[src/sv/dsched_pkg.sv]
// shared types, constants and helpers for the disk request scheduler
package dsched_pkg;

    localparam int DEPTH      = 64;
    localparam int IDX_BITS   = $clog2(DEPTH);
    localparam int CNT_BITS   = IDX_BITS + 1;
    localparam int TRACK_BITS = 17;
    localparam int FIELD_BITS = 17;
    localparam int STAMP_BITS = 32;

    localparam logic REQ_ADD   = 1'b0;
    localparam logic REQ_SERVE = 1'b1;

    typedef enum logic [1:0] {
        POL_FCFS  = 2'd0,
        POL_SSTF  = 2'd1,
        POL_LOOK  = 2'd2,
        POL_CLOOK = 2'd3
    } policy_t;

    typedef enum logic [1:0] {
        STAT_SERVED = 2'd0,
        STAT_STORED = 2'd1,
        STAT_EMPTY  = 2'd2,
        STAT_FULL   = 2'd3
    } status_t;

    typedef enum logic [1:0] {
        SCAN_OLDEST = 2'd0,
        SCAN_LEFT   = 2'd1,
        SCAN_RIGHT  = 2'd2,
        SCAN_MAX    = 2'd3
    } scan_mode_t;

    typedef enum logic [1:0] {
        ST_IDLE,
        ST_SCAN,
        ST_PASS_END,
        ST_FINISH
    } state_t;

    typedef struct packed {
        scan_mode_t              mode;
        logic [TRACK_BITS-1:0]   head;
        logic [TRACK_BITS-1:0]   cand_track;
        logic [STAMP_BITS-1:0]   cand_age;
        logic                    best_found;
        logic [TRACK_BITS-1:0]   best_track;
        logic [STAMP_BITS-1:0]   best_age;
    } cmp_req_t;

    // lowest free entry
    function automatic logic [IDX_BITS-1:0] first_free(input logic [DEPTH-1:0] v);
        logic [IDX_BITS-1:0] idx;
        idx = '0;
        for (int i = DEPTH - 1; i >= 0; i--) begin
            if (!v[i]) begin
                idx = IDX_BITS'(i);
            end
        end
        return idx;
    endfunction

endpackage

[src/sv/dsched_mem.sv]
// track and arrival stamp storage, one write port and one registered read port
module dsched_mem (
    input  logic                               clk,
    input  logic                               we,
    input  logic [dsched_pkg::IDX_BITS-1:0]    waddr,
    input  logic [dsched_pkg::TRACK_BITS-1:0]  wtrack,
    input  logic [dsched_pkg::STAMP_BITS-1:0]  wstamp,
    input  logic [dsched_pkg::IDX_BITS-1:0]    raddr,
    output logic [dsched_pkg::TRACK_BITS-1:0]  rtrack,
    output logic [dsched_pkg::STAMP_BITS-1:0]  rstamp
);
    import dsched_pkg::*;

    logic [TRACK_BITS-1:0] track_mem [DEPTH];
    logic [STAMP_BITS-1:0] stamp_mem [DEPTH];
    logic [TRACK_BITS-1:0] rtrack_reg;
    logic [STAMP_BITS-1:0] rstamp_reg;

    always_ff @(posedge clk)
    begin
        if (we)
        begin
            track_mem[waddr] <= wtrack;
            stamp_mem[waddr] <= wstamp;
        end
    end

    always_ff @(posedge clk)
    begin
        rtrack_reg <= track_mem[raddr];
        rstamp_reg <= stamp_mem[raddr];
    end

    assign rtrack = rtrack_reg;
    assign rstamp = rstamp_reg;

endmodule

[src/sv/dsched_cmp.sv]
// shared compare unit: decides whether a scanned entry replaces the current best
module dsched_cmp (
    input  dsched_pkg::cmp_req_t req,
    output logic                 take
);
    import dsched_pkg::*;

    logic qual;
    logic older;

    always_comb
    begin
        qual  = !((req.mode == SCAN_LEFT)  && (req.cand_track > req.head)) &&
                !((req.mode == SCAN_RIGHT) && (req.cand_track < req.head));
        older = req.cand_age > req.best_age;
        take  = 1'b0;
        if (qual)
        begin
            if (!req.best_found)
            begin
                take = 1'b1;
            end
            else
            begin
                case (req.mode)
                    SCAN_OLDEST: take = older;
                    SCAN_RIGHT:  take = (req.cand_track < req.best_track) ||
                                        ((req.cand_track == req.best_track) && older);
                    default:     take = (req.cand_track > req.best_track) ||
                                        ((req.cand_track == req.best_track) && older);
                endcase
            end
        end
    end

endmodule

[src/sv/disk_request_scheduler.sv]
// disk request scheduler top level: pending store, scan sequencer and result register
//
// Holds up to 64 pending track requests. An add request is answered in the
// cycle after it is taken. A serve request runs one or two scan passes over
// the store with a single shared compare unit, one entry per cycle through the
// store's registered read port; FCFS uses one pass, LOOK and C-LOOK one or
// two, and SSTF two (a left and a right pass). Serving an empty store or
// adding to a full one answers without a scan. The input is stalled while a
// serve is in progress or a result waits to be taken.
// Writing start_head also moves the head; write it only while idle.
module disk_request_scheduler (
    input  logic                               clk,
    input  logic                               rst_n,
    input  logic                               start_head_we,
    input  logic [dsched_pkg::FIELD_BITS-1:0]  start_head,
    input  logic                               in_valid,
    output logic                               in_stall,
    input  logic                               req_type,
    input  logic [dsched_pkg::FIELD_BITS-1:0]  track,
    input  logic [1:0]                         policy,
    output logic                               out_valid,
    input  logic                               out_stall,
    output logic [dsched_pkg::FIELD_BITS-1:0]  served_track,
    output logic [1:0]                         status
);
    import dsched_pkg::*;

    state_t                state_reg, state_next;
    logic [CNT_BITS-1:0]   cnt_reg, cnt_next;
    logic                  pipe_vld_reg, pipe_vld_next;
    logic [IDX_BITS-1:0]   pipe_idx_reg, pipe_idx_next;
    logic                  pipe_ev_reg, pipe_ev_next;
    scan_mode_t            mode_reg, mode_next;
    logic                  pass2_reg, pass2_next;
    policy_t               policy_reg, policy_next;
    logic                  best_found_reg, best_found_next;
    logic [IDX_BITS-1:0]   best_idx_reg, best_idx_next;
    logic [TRACK_BITS-1:0] best_track_reg, best_track_next;
    logic [STAMP_BITS-1:0] best_age_reg, best_age_next;
    logic                  save_found_reg, save_found_next;
    logic [IDX_BITS-1:0]   save_idx_reg, save_idx_next;
    logic [TRACK_BITS-1:0] save_track_reg, save_track_next;
    logic                  pick_found_reg, pick_found_next;
    logic [IDX_BITS-1:0]   pick_idx_reg, pick_idx_next;
    logic [TRACK_BITS-1:0] pick_track_reg, pick_track_next;
    logic [TRACK_BITS-1:0] head_reg, head_next;
    logic                  sweep_left_reg, sweep_left_next;
    logic [STAMP_BITS-1:0] next_stamp_reg, next_stamp_next;
    logic [DEPTH-1:0]      valid_reg, valid_next;
    logic                  out_valid_reg, out_valid_next;
    logic [FIELD_BITS-1:0] out_track_reg, out_track_next;
    status_t               out_status_reg, out_status_next;

    logic                  mem_we;
    logic [IDX_BITS-1:0]   mem_waddr;
    logic [TRACK_BITS-1:0] mem_wtrack;
    logic [TRACK_BITS-1:0] rd_track;
    logic [STAMP_BITS-1:0] rd_stamp;
    logic [STAMP_BITS-1:0] rd_age;
    cmp_req_t              cmp_req;
    logic                  cmp_take;
    logic                  accept;
    logic                  out_free;
    logic [IDX_BITS-1:0]   free_idx;
    logic [TRACK_BITS-1:0] dist_l;
    logic [TRACK_BITS-1:0] dist_r;

    dsched_mem u_mem (
        .clk    (clk),
        .we     (mem_we),
        .waddr  (mem_waddr),
        .wtrack (mem_wtrack),
        .wstamp (next_stamp_reg),
        .raddr  (cnt_reg[IDX_BITS-1:0]),
        .rtrack (rd_track),
        .rstamp (rd_stamp)
    );

    dsched_cmp u_cmp (
        .req  (cmp_req),
        .take (cmp_take)
    );

    assign rd_age   = next_stamp_reg - rd_stamp;
    assign out_free = !out_valid_reg || !out_stall;
    assign in_stall = (state_reg != ST_IDLE) || !out_free;
    assign accept   = in_valid && !in_stall;
    assign free_idx = first_free(valid_reg);
    assign dist_l   = head_reg - save_track_reg;
    assign dist_r   = best_track_reg - head_reg;

    always_comb
    begin
        cmp_req.mode       = mode_reg;
        cmp_req.head       = head_reg;
        cmp_req.cand_track = rd_track;
        cmp_req.cand_age   = rd_age;
        cmp_req.best_found = best_found_reg;
        cmp_req.best_track = best_track_reg;
        cmp_req.best_age   = best_age_reg;
    end

    assign out_valid    = out_valid_reg;
    assign served_track = out_track_reg;
    assign status       = out_status_reg;

    always_ff @(posedge clk or negedge rst_n)
    begin
        if (!rst_n)
        begin
            state_reg      <= ST_IDLE;
            cnt_reg        <= '0;
            pipe_vld_reg   <= 1'b0;
            mode_reg       <= SCAN_OLDEST;
            pass2_reg      <= 1'b0;
            policy_reg     <= POL_FCFS;
            best_found_reg <= 1'b0;
            save_found_reg <= 1'b0;
            pick_found_reg <= 1'b0;
            head_reg       <= '0;
            sweep_left_reg <= 1'b1;
            next_stamp_reg <= '0;
            valid_reg      <= '0;
            out_valid_reg  <= 1'b0;
            out_status_reg <= STAT_SERVED;
        end
        else
        begin
            state_reg      <= state_next;
            cnt_reg        <= cnt_next;
            pipe_vld_reg   <= pipe_vld_next;
            mode_reg       <= mode_next;
            pass2_reg      <= pass2_next;
            policy_reg     <= policy_next;
            best_found_reg <= best_found_next;
            save_found_reg <= save_found_next;
            pick_found_reg <= pick_found_next;
            head_reg       <= head_next;
            sweep_left_reg <= sweep_left_next;
            next_stamp_reg <= next_stamp_next;
            valid_reg      <= valid_next;
            out_valid_reg  <= out_valid_next;
            out_status_reg <= out_status_next;
        end
    end

    always_ff @(posedge clk)
    begin
        pipe_idx_reg   <= pipe_idx_next;
        pipe_ev_reg    <= pipe_ev_next;
        best_idx_reg   <= best_idx_next;
        best_track_reg <= best_track_next;
        best_age_reg   <= best_age_next;
        save_idx_reg   <= save_idx_next;
        save_track_reg <= save_track_next;
        pick_idx_reg   <= pick_idx_next;
        pick_track_reg <= pick_track_next;
        out_track_reg  <= out_track_next;
    end

    always_comb
    begin
        state_next      = state_reg;
        cnt_next        = cnt_reg;
        pipe_vld_next   = 1'b0;
        pipe_idx_next   = pipe_idx_reg;
        pipe_ev_next    = pipe_ev_reg;
        mode_next       = mode_reg;
        pass2_next      = pass2_reg;
        policy_next     = policy_reg;
        best_found_next = best_found_reg;
        best_idx_next   = best_idx_reg;
        best_track_next = best_track_reg;
        best_age_next   = best_age_reg;
        save_found_next = save_found_reg;
        save_idx_next   = save_idx_reg;
        save_track_next = save_track_reg;
        pick_found_next = pick_found_reg;
        pick_idx_next   = pick_idx_reg;
        pick_track_next = pick_track_reg;
        head_next       = head_reg;
        sweep_left_next = sweep_left_reg;
        next_stamp_next = next_stamp_reg;
        valid_next      = valid_reg;
        out_valid_next  = out_valid_reg;
        out_track_next  = out_track_reg;
        out_status_next = out_status_reg;
        mem_we          = 1'b0;
        mem_waddr       = free_idx;
        mem_wtrack      = TRACK_BITS'(track);

        if (out_valid_reg && !out_stall)
        begin
            out_valid_next = 1'b0;
        end

        if (start_head_we)
        begin
            head_next = TRACK_BITS'(start_head);
        end

        case (state_reg)
            ST_IDLE:
            begin
                if (accept)
                begin
                    if (req_type == REQ_ADD)
                    begin
                        out_valid_next = 1'b1;
                        out_track_next = '0;
                        if (&valid_reg)
                        begin
                            out_status_next = STAT_FULL;
                        end
                        else
                        begin
                            mem_we               = 1'b1;
                            valid_next[free_idx] = 1'b1;
                            next_stamp_next      = next_stamp_reg + 1'b1;
                            out_status_next      = STAT_STORED;
                        end
                    end
                    else if (valid_reg == '0)
                    begin
                        out_valid_next  = 1'b1;
                        out_track_next  = '0;
                        out_status_next = STAT_EMPTY;
                    end
                    else
                    begin
                        policy_next     = policy_t'(policy);
                        pass2_next      = 1'b0;
                        best_found_next = 1'b0;
                        cnt_next        = '0;
                        state_next      = ST_SCAN;
                        case (policy_t'(policy))
                            POL_FCFS: mode_next = SCAN_OLDEST;
                            POL_LOOK: mode_next = sweep_left_reg ? SCAN_LEFT : SCAN_RIGHT;
                            default:  mode_next = SCAN_LEFT;
                        endcase
                    end
                end
            end

            ST_SCAN:
            begin
                if (pipe_vld_reg && pipe_ev_reg && cmp_take)
                begin
                    best_found_next = 1'b1;
                    best_idx_next   = pipe_idx_reg;
                    best_track_next = rd_track;
                    best_age_next   = rd_age;
                end
                if (cnt_reg != CNT_BITS'(DEPTH))
                begin
                    pipe_vld_next = 1'b1;
                    pipe_idx_next = cnt_reg[IDX_BITS-1:0];
                    pipe_ev_next  = valid_reg[cnt_reg[IDX_BITS-1:0]];
                    cnt_next      = cnt_reg + 1'b1;
                end
                else
                begin
                    state_next = ST_PASS_END;
                end
            end

            ST_PASS_END:
            begin
                pick_found_next = best_found_reg;
                pick_idx_next   = best_idx_reg;
                pick_track_next = best_track_reg;
                state_next      = ST_FINISH;
                case (policy_reg)
                    POL_SSTF:
                    begin
                        if (!pass2_reg)
                        begin
                            save_found_next = best_found_reg;
                            save_idx_next   = best_idx_reg;
                            save_track_next = best_track_reg;
                            mode_next       = SCAN_RIGHT;
                            state_next      = ST_SCAN;
                        end
                        else if (save_found_reg && (!best_found_reg || dist_l <= dist_r))
                        begin
                            pick_found_next = 1'b1;
                            pick_idx_next   = save_idx_reg;
                            pick_track_next = save_track_reg;
                        end
                    end
                    POL_LOOK:
                    begin
                        if (!best_found_reg && !pass2_reg)
                        begin
                            sweep_left_next = !sweep_left_reg;
                            mode_next       = sweep_left_reg ? SCAN_RIGHT : SCAN_LEFT;
                            state_next      = ST_SCAN;
                        end
                    end
                    POL_CLOOK:
                    begin
                        if (!best_found_reg && !pass2_reg)
                        begin
                            mode_next  = SCAN_MAX;
                            state_next = ST_SCAN;
                        end
                    end
                    default:
                    begin
                    end
                endcase
                if (state_next == ST_SCAN)
                begin
                    pass2_next      = 1'b1;
                    best_found_next = 1'b0;
                    cnt_next        = '0;
                end
            end

            ST_FINISH:
            begin
                if (out_free)
                begin
                    state_next     = ST_IDLE;
                    out_valid_next = 1'b1;
                    if (pick_found_reg)
                    begin
                        valid_next[pick_idx_reg] = 1'b0;
                        head_next                = pick_track_reg;
                        out_track_next           = FIELD_BITS'(pick_track_reg);
                        out_status_next          = STAT_SERVED;
                    end
                    else
                    begin
                        out_track_next  = '0;
                        out_status_next = STAT_EMPTY;
                    end
                end
            end

            default:
            begin
                state_next = ST_IDLE;
            end
        endcase
    end

endmodule
[config.mk]
export PLATFORM = sky130hd
export DESIGN_NAME = disk_request_scheduler
export DESIGN_NICKNAME = d
export VERILOG_FILES = /design/src/sv/dsched_pkg.sv /design/src/sv/dsched_mem.sv /design/src/sv/dsched_cmp.sv /design/src/sv/disk_request_scheduler.sv
export SDC_FILE = /design/constraint.sdc
export NUM_CORES = 2
export LEC_CHECK = 0
export BUFFER_PORTS_ARGS = -buffer_cell sky130_fd_sc_hd__buf_2
export CORE_MARGIN = 1
export CORE_UTILIZATION = 60
export CTS_BUF_LIST = sky130_fd_sc_hd__clkbuf_16
export CTS_CLUSTER_DIAMETER = 80
export DETAILED_ROUTE_END_ITERATION = 8
export GPL_ROUTABILITY_DRIVEN = 1
export PLACE_DENSITY = 0.77
export SETUP_SLACK_MARGIN = 0.3
export SLEW_MARGIN = 20
export SYNTH_ARGS = -nofsm -noshare
export SYNTH_HDL_FRONTEND = slang
export SYNTH_SLANG_ARGS = --single-unit
[constraint.sdc]
create_clock -name clk -period 8.7 [get_ports clk]
set_input_delay 0.87 -clock clk [delete_from_list [all_inputs] [get_ports clk]]
set_output_delay 0.87 -clock clk [all_outputs]
set_load 0.01 [all_outputs]
### Word-level counts from Yosys, hierarchy flattened

Memories as Yosys holds them, arrays and structs flattened. A register that Yosys moved wholly into a read port is not among the register bits.
Index checks and enable logic that the tools add are counted.

* add/subtract/negate cells: 5
* $lt $le $gt $ge: 11
* eq/ne operators: 28
* multiplexer cells: 154
* bitwise logic cells: 7
* reduce and logical (&&, ||, !) cells: 49

Operators with widths (number)
* 6-bit two-way mux: 67
* 64-bit two-way mux: 5
* 17-bit two-way mux: 12
* 64-bit one-hot mux with 2 select lines: 1
* 64-bit AND: 1
* 64-bit logical NOT: 1
* 64-bit inverter: 1
* 64-bit OR: 1
* 64-bit AND reduction: 1
* 2-bit two-way mux: 22
* 7-bit two-way mux: 5
* 17-bit > comparator: 2
* 17-bit less-than comparator: 2
* 17-bit one-hot mux with 2 select lines: 1
* 17-bit subtractor: 2
* 32-bit by 1-bit adder with 32-bit output, second input constant: 1
* 32-bit > comparator: 1
* 32-bit subtractor: 1
* 1-bit two-way mux: 27
* 2-bit != test, second input constant: 11
* 6-bit by 7-bit less-than comparator with 1-bit output, second input constant: 3
* 7-bit one-hot mux with 3 select lines: 1
* 6-bit AND reduction: 3
* 17-bit == test: 1
* 28 further kinds: 81

* bits in registers: 260
* RAM bits: 3136
* input bits: 42
* memories kept: 2

Memories
* u_mem.stamp_mem: depth 64, bits a word 32, rd ports 1, clocked after memory_dff 1, wr ports 1, line dsched_mem.sv:15 `logic [STAMP_BITS-1:0] stamp_mem [DEPTH];`
* u_mem.track_mem: depth 64, bits a word 17, rd ports 1, clocked after memory_dff 1, wr ports 1, line dsched_mem.sv:14 `logic [TRACK_BITS-1:0] track_mem [DEPTH];`

### Depth between registers and ports, before layout

* depth after elaboration: 73
* mapped depth: 23

### Modules after synthesis

Synthesis repeated with hierarchy kept, for this count alone.

* cells, all modules: 6704
* area, all modules: 136798.7 um^2

Modules (own cells, without submodules)
* dsched_mem: instances 1, cells each 4980, area an instance 119768.6 um^2, seq. area each 95151.3 um^2
* disk_request_scheduler: instances 1, cells each 1489, area an instance 15343.5 um^2, seq. area each 7133.1 um^2
* dsched_cmp: instances 1, cells each 235, area an instance 1686.6 um^2, seq. area each 0.0 um^2

### Worst setup path before layout

Ideal clock, no wire load.

* path type: flip-flop to flip-flop
* start point: reg next_stamp_reg[1]
* end point: reg best_age_reg[0], enable pin
* setup time: 0.468 ns
* arrival time: 7.377 ns
* path slack: 0.855 ns
* cell stages (with the launch flop): 21
* cells stage by stage: dfrtp_1 > ha_1 > nor2b_1 > o31a_1 > o211a_1 > o41ai_2 > a211oi_1 > o21a_1 > a311oi_2 > nor2_1 > xor2_1 > ha_1 > nand4_1 > nor4_1 > inv_1 > or4_1 > nor2_1 > o31ai_1 > a31oi_1 > nor2_1 > nor2_1

* longest elaborated chain between the ends: 9

Ends and longest elaborated chain
* from (decl): line disk_request_scheduler.sv:48 `logic [STAMP_BITS-1:0] next_stamp_reg, next_stamp_next;`
* from (signal assigned): line disk_request_scheduler.sv:140 `next_stamp_reg <= next_stamp_next;`
* 32-bit subtractor (*): line disk_request_scheduler.sv:84 `assign rd_age = next_stamp_reg - rd_stamp;`
* net rd_age[29]: line disk_request_scheduler.sv:59 `logic [STAMP_BITS-1:0] rd_age;`
* 32-bit > comparator (*): line dsched_cmp.sv:15 `older = req.cand_age > req.best_age;`
* 1-bit logical AND: line dsched_cmp.sv:28, dsched_cmp.sv:30
* 1-bit logical OR, on equally long branches: line dsched_cmp.sv:29, dsched_cmp.sv:27
* 1-bit one-hot mux with 2 select lines (*): line dsched_cmp.sv:25 `case (req.mode)`
* 1-bit two-way mux (*): line dsched_cmp.sv:19 `if (!req.best_found)`
* 1-bit two-way mux (*): line dsched_cmp.sv:17 `if (qual)`
* 1-bit logical AND (*): line disk_request_scheduler.sv:247 `if (pipe_vld_reg && pipe_ev_reg && cmp_take)`
* 2-bit AND reduction (no line) (*)
* to (signal assigned): line disk_request_scheduler.sv:153 `best_age_reg <= best_age_next;`
* to (decl): line disk_request_scheduler.sv:39 `logic [STAMP_BITS-1:0] best_age_reg, best_age_next;`

The timed path passes the listed nets; every way through them passes the cells marked *.
A chain may end at the register's enable or synchronous reset.

### Worst setup path in the final report

* start point: reg next_stamp_reg[0]
* end point: reg best_age_reg[12], enable pin

The elaborated chain is that of the path after synthesis.

==> flow_summary_export.csv <==
group,metric,value,unit
outcome,outcome,"completed",
yosys,yosys_most_used_dff,"edfxtp_1",
clocking,cts.clk_slew.worst_paths,0.06,ns
yosys,synth_cell_types,75,
grt,antenna_found_initial,20,
cells_and_area,largest_reg_flops,2048,
power_and_ir_drop,p_switching,10800,µW
power_and_ir_drop,power_frac_seq,46.4,%
timing,fin_ws,1.39,ns
yosys,synth_top_area_cell,"edfxtp_1",
clocking,root_buffer,"clkbuf_16",
setup_path,cp_slowest_cell,"a31oi_1",
yosys,syn_inst,6234,
placement,pre_cts_ws,1.52,ns
clocking,clkLatencyLatePin,1.00,ns
yosys,ys_top_cells_by_area,"edfxtp_1 72%, mux4_2 17%, dfrtp_1 2.5%, ha_1 1.4%, dfxtp_1 0.72%",
timing,rsz0062_at_grt,"false",
timing,min_period_over_period,84.0,%
setup_path,required,9.35,ns
power_and_ir_drop,netSwitchingFraction,26.3,%
cells_and_area,layout.nets,6774,
grt,grtUsageTotal,34.7,%
clocking,cts_tree,"built",
clocking,htree_num_levels,5,
yosys,async_flop_share,3.92,%
timing,setup_violations,0,
drt,wirelength,394000,µm
grt,grt.overflow.total,0,
timing,max_freq,137,MHz
setup_path,critPathLaunchType,"flop",
power_and_ir_drop,ir_worst_vdd,0.280,mV
power_and_ir_drop,power_density,267,nW/µm²
setup_path,slowest_delay,0.70,ns
timing,slew_violations,0,
grt,grt_max_degree,145,
yosys,synth_area,136000,µm²
power_and_ir_drop,p_int,30100,µW
drt,dr.pass1.iters,6,
floorplanning,core,225000,µm²
timing,setup-tns-final,0,ns
drt,antenna_left,0,
setup_path,end_kind,"flop",
floorplanning,die_x,479,µm
placement,hpwl,188000,µm
floorplanning,rows,174,
placement,routabilityCongestion,0.894,
setup_path,r2r_cells,24,
setup_path,path_class,"reg -> reg",
grt,grt_pass1_vias,72372,
grt,grt_pass1_wl,550000,µm
cells_and_area,syn2layout_area_growth,12.0,%
run,cap_violations,0,
timing,min_period,7.31,ns
floorplanning,die_area,229000,µm²
cells_and_area,nFillCells,12965,
cells_and_area,drive_above_1_share,27.8,%
timing,tightest_slew,1.20,ns
timing,relSlewSlack,19.6,%
drt,vias,72274,
yosys,synth_edf_count,3261,
drt,first_iter_violations,11763,
yosys,postSynthNetCount,6436,
yosys,synth.top_cell.area_share,71.8,%
clocking,cts_sinks,3445,
floorplanning,initial_core_util,60.5,%
yosys,yosys_warnings,0,
clocking,numCtsBuffers,345,
clocking,clk_path_buf_depth,4,
placement,place.port_buffers,62,
setup_path,cp.arrival,7.95,ns
floorplanning,ioPinCount,63,
power_and_ir_drop,pwr-share-comb,17.7,%
worst_hold_path,hold_path_depth,2,
power_and_ir_drop,pwr-share-clk,35.9,%
setup_path,crit_path_max_fanout,32,
yosys,ys_ff_latch,3445,
drt,drc,0,
floorplanning,die_h,479,µm
yosys,syn_area_per_cell,21.9,µm²
yosys,synth_seq_area_share,75.0,%
drt,wl_per_cell,40.1,µm
timing,finClkSkew,0.0608,ns
power_and_ir_drop,p_leak,0.0516,µW
timing,hold_viol,0,
drt,vias_per_cell,7.34,
clocking,cts_resized,0,
setup_path,crit_chain,"inv_1, ha_1, inv_1, fa_1, a21oi_1, nor2_1, o31ai_1, o21a_1, a311oi_1, o311ai_1, a21oi_1, o2111ai_1, o211ai_1, ha_1, nand4_1, nor4_1, inv_1, or4_1, nor2_1, o31ai_1, a31oi_1, nor2_1, nor2_4, buf_12",
worst_hold_path,hold_class,"in -> reg",
## layout make-up
cell class                      instances  area [µm²]  share of cell area, %
Timing Repair Buffer                  256        2230                   1.46
Sequential cell                      3445      102000                   67.0
Antenna cell                           14        35.0                 0.0229
Inverter                              169         634                  0.415
Clock inverter                        257        1970                   1.29
Clock buffer                          357        8930                   5.85
Tap cell                             2992        3740                   2.45
Multi-Input combinational cell       2355       32900                   21.5
## what timing repair did
| item | in CTS | in global routing |
|---|---|---|
| buffers inserted | 0 | 0 |
| hold buffers | 1 | 0 |
| endpoints found under the hold margin | 77 | 0 |
## cells in the final DEF (no fill, tap or decap), types with 25 or more instances in the layout
| master | Yosys | final |
|---|---|---|
| dfxtp_1 | 49 | 49 |
| ha_1 | 157 | 157 |
| a21oi_1 | 78 | 78 |
| nand2_1 | 133 | 133 |
| mux4_2 | 1050 | 1050 |
| nor2_1 | 147 | 82 |
| bufinv_16 | 0 | 31 |
| clkbuf_16 | 0 | 357 |
| a21o_1 | 25 | 25 |
| and3_1 | 35 | 34 |
| buf_2 | 61 | 59 |
| o21ai_0 | 183 | 183 |
| clkinv_2 | 0 | 55 |
| o21a_1 | 28 | 28 |
| nand3_1 | 49 | 49 |
| inv_1 | 168 | 240 |
| mux2i_1 | 34 | 34 |
| buf_4 | 7 | 163 |
| xnor2_1 | 58 | 58 |
| edfxtp_1 | 3261 | 3261 |
| dfrtp_1 | 134 | 111 |
| clkinv_1 | 0 | 70 |
| nor4_1 | 30 | 30 |
| nor2_4 | 0 | 65 |
| nand4_1 | 49 | 49 |
| buf_12 | 0 | 25 |
| nor2b_1 | 28 | 28 |
## worst max-delay path: cells and delay by family, from the launching register on
kind	cells	cell delay, ns
AOI/OAI and AO/OA	10	2.94
adders and majority gates	3	0.92
buffers and inverters	4	0.52
DFF	1	0.38
and+or+nand+nor	7	2.12
## Yosys cell counts, types with 39 or more instances
cell and count:
edfxtp_1 3261, mux4_2 1050, o21ai_0 183, inv_1 168, ha_1 157, clkbuf_1 154, nor2_1 147, dfrtp_1 134
nand2_1 133, a21oi_1 78, buf_2 61, xnor2_1 58, dfxtp_1 49, nand3_1 49, nand4_1 49, buf_1 39
## power by group through the flow
stage	Combinational (µW)	Clock [µW]	Sequential, µW
finish	7230	14700	19000
global route	7660	15300	19000
CTS	7200	14700	18900
detailed placement	7010	0	19300
global placement	6910	0	19300
floorplan	5070	0	19200
## cell families (layout without fill, tap and decap cells)
group / count (synthesis) / after routing / share of synthesized area (%)
muxes: 1096 / 1096 / 17.7
adders and majority gates: 160 / 160 / 1.48
xor gates and xnor gates: 80 / 80 / 0.514
buffers and inverters: 434 / 1039 / 1.29
DFF: 3445 / 3445 / 75.0
other: 0 / 14 / 0
AOI/OAI and AO/OA: 452 / 452 / 2.01
and+or+nand+nor: 567 / 567 / 2.05
## final timing paths
| check | endpoint | slack [ns] | start |
|---|---|---|---|
| worst max-delay path | best_age_reg[12]$_DFFE_PP_ | 1.39 | next_stamp_reg[0]$_DFFE_PN0P_ |
| worst min-delay path | policy_reg[1]$_DFFE_PN0P_ | 0.18 | policy[1] |
| worst max register to register | best_age_reg[12]$_DFFE_PP_ | 1.39 | next_stamp_reg[0]$_DFFE_PN0P_ |
| worst min register to register | best_idx_reg[3]$_DFFE_PP_ | 0.42 | pipe_idx_reg[3]$_DFFE_PP_ |
| max in group asynchronous | next_stamp_reg[23]$_DFFE_PN0P_ | 6.65 | rst_n |
| min in group asynchronous | head_reg[15]$_DFF_PN0_ | 0.47 | rst_n |
## stage by stage
step | total power [µW] | instances | hold slack, ns | cell area (µm²) | utilization (%)
final | 40800 | 9845 | 0.180 | 153000 | 67.8
after floorplan | 24300 | 6234 | 0.400 | 136000 | -
after detailed placement | 26300 | 9215 | 0.406 | 142000 | 62.9
after global placement | 26200 | 9207 | 0.403 | 142000 | 62.8
after global routing | 41900 | 9834 | 0.158 | 153000 | 67.8
after CTS | 40900 | 9830 | 0.123 | 153000 | 67.8
## metal layers
layer / wire [µm] / vias to the layer above / GRT usage (%)
met5: 108 / - / 0
met4: 21800 / 18 / 17.3
met3: 52800 / 1255 / 9.26
met2: 187000 / 6569 / 54.1
met1: 132000 / 37476 / 45.9
li1: - / 26956 / -
Power figures use the tool's default switching activity.
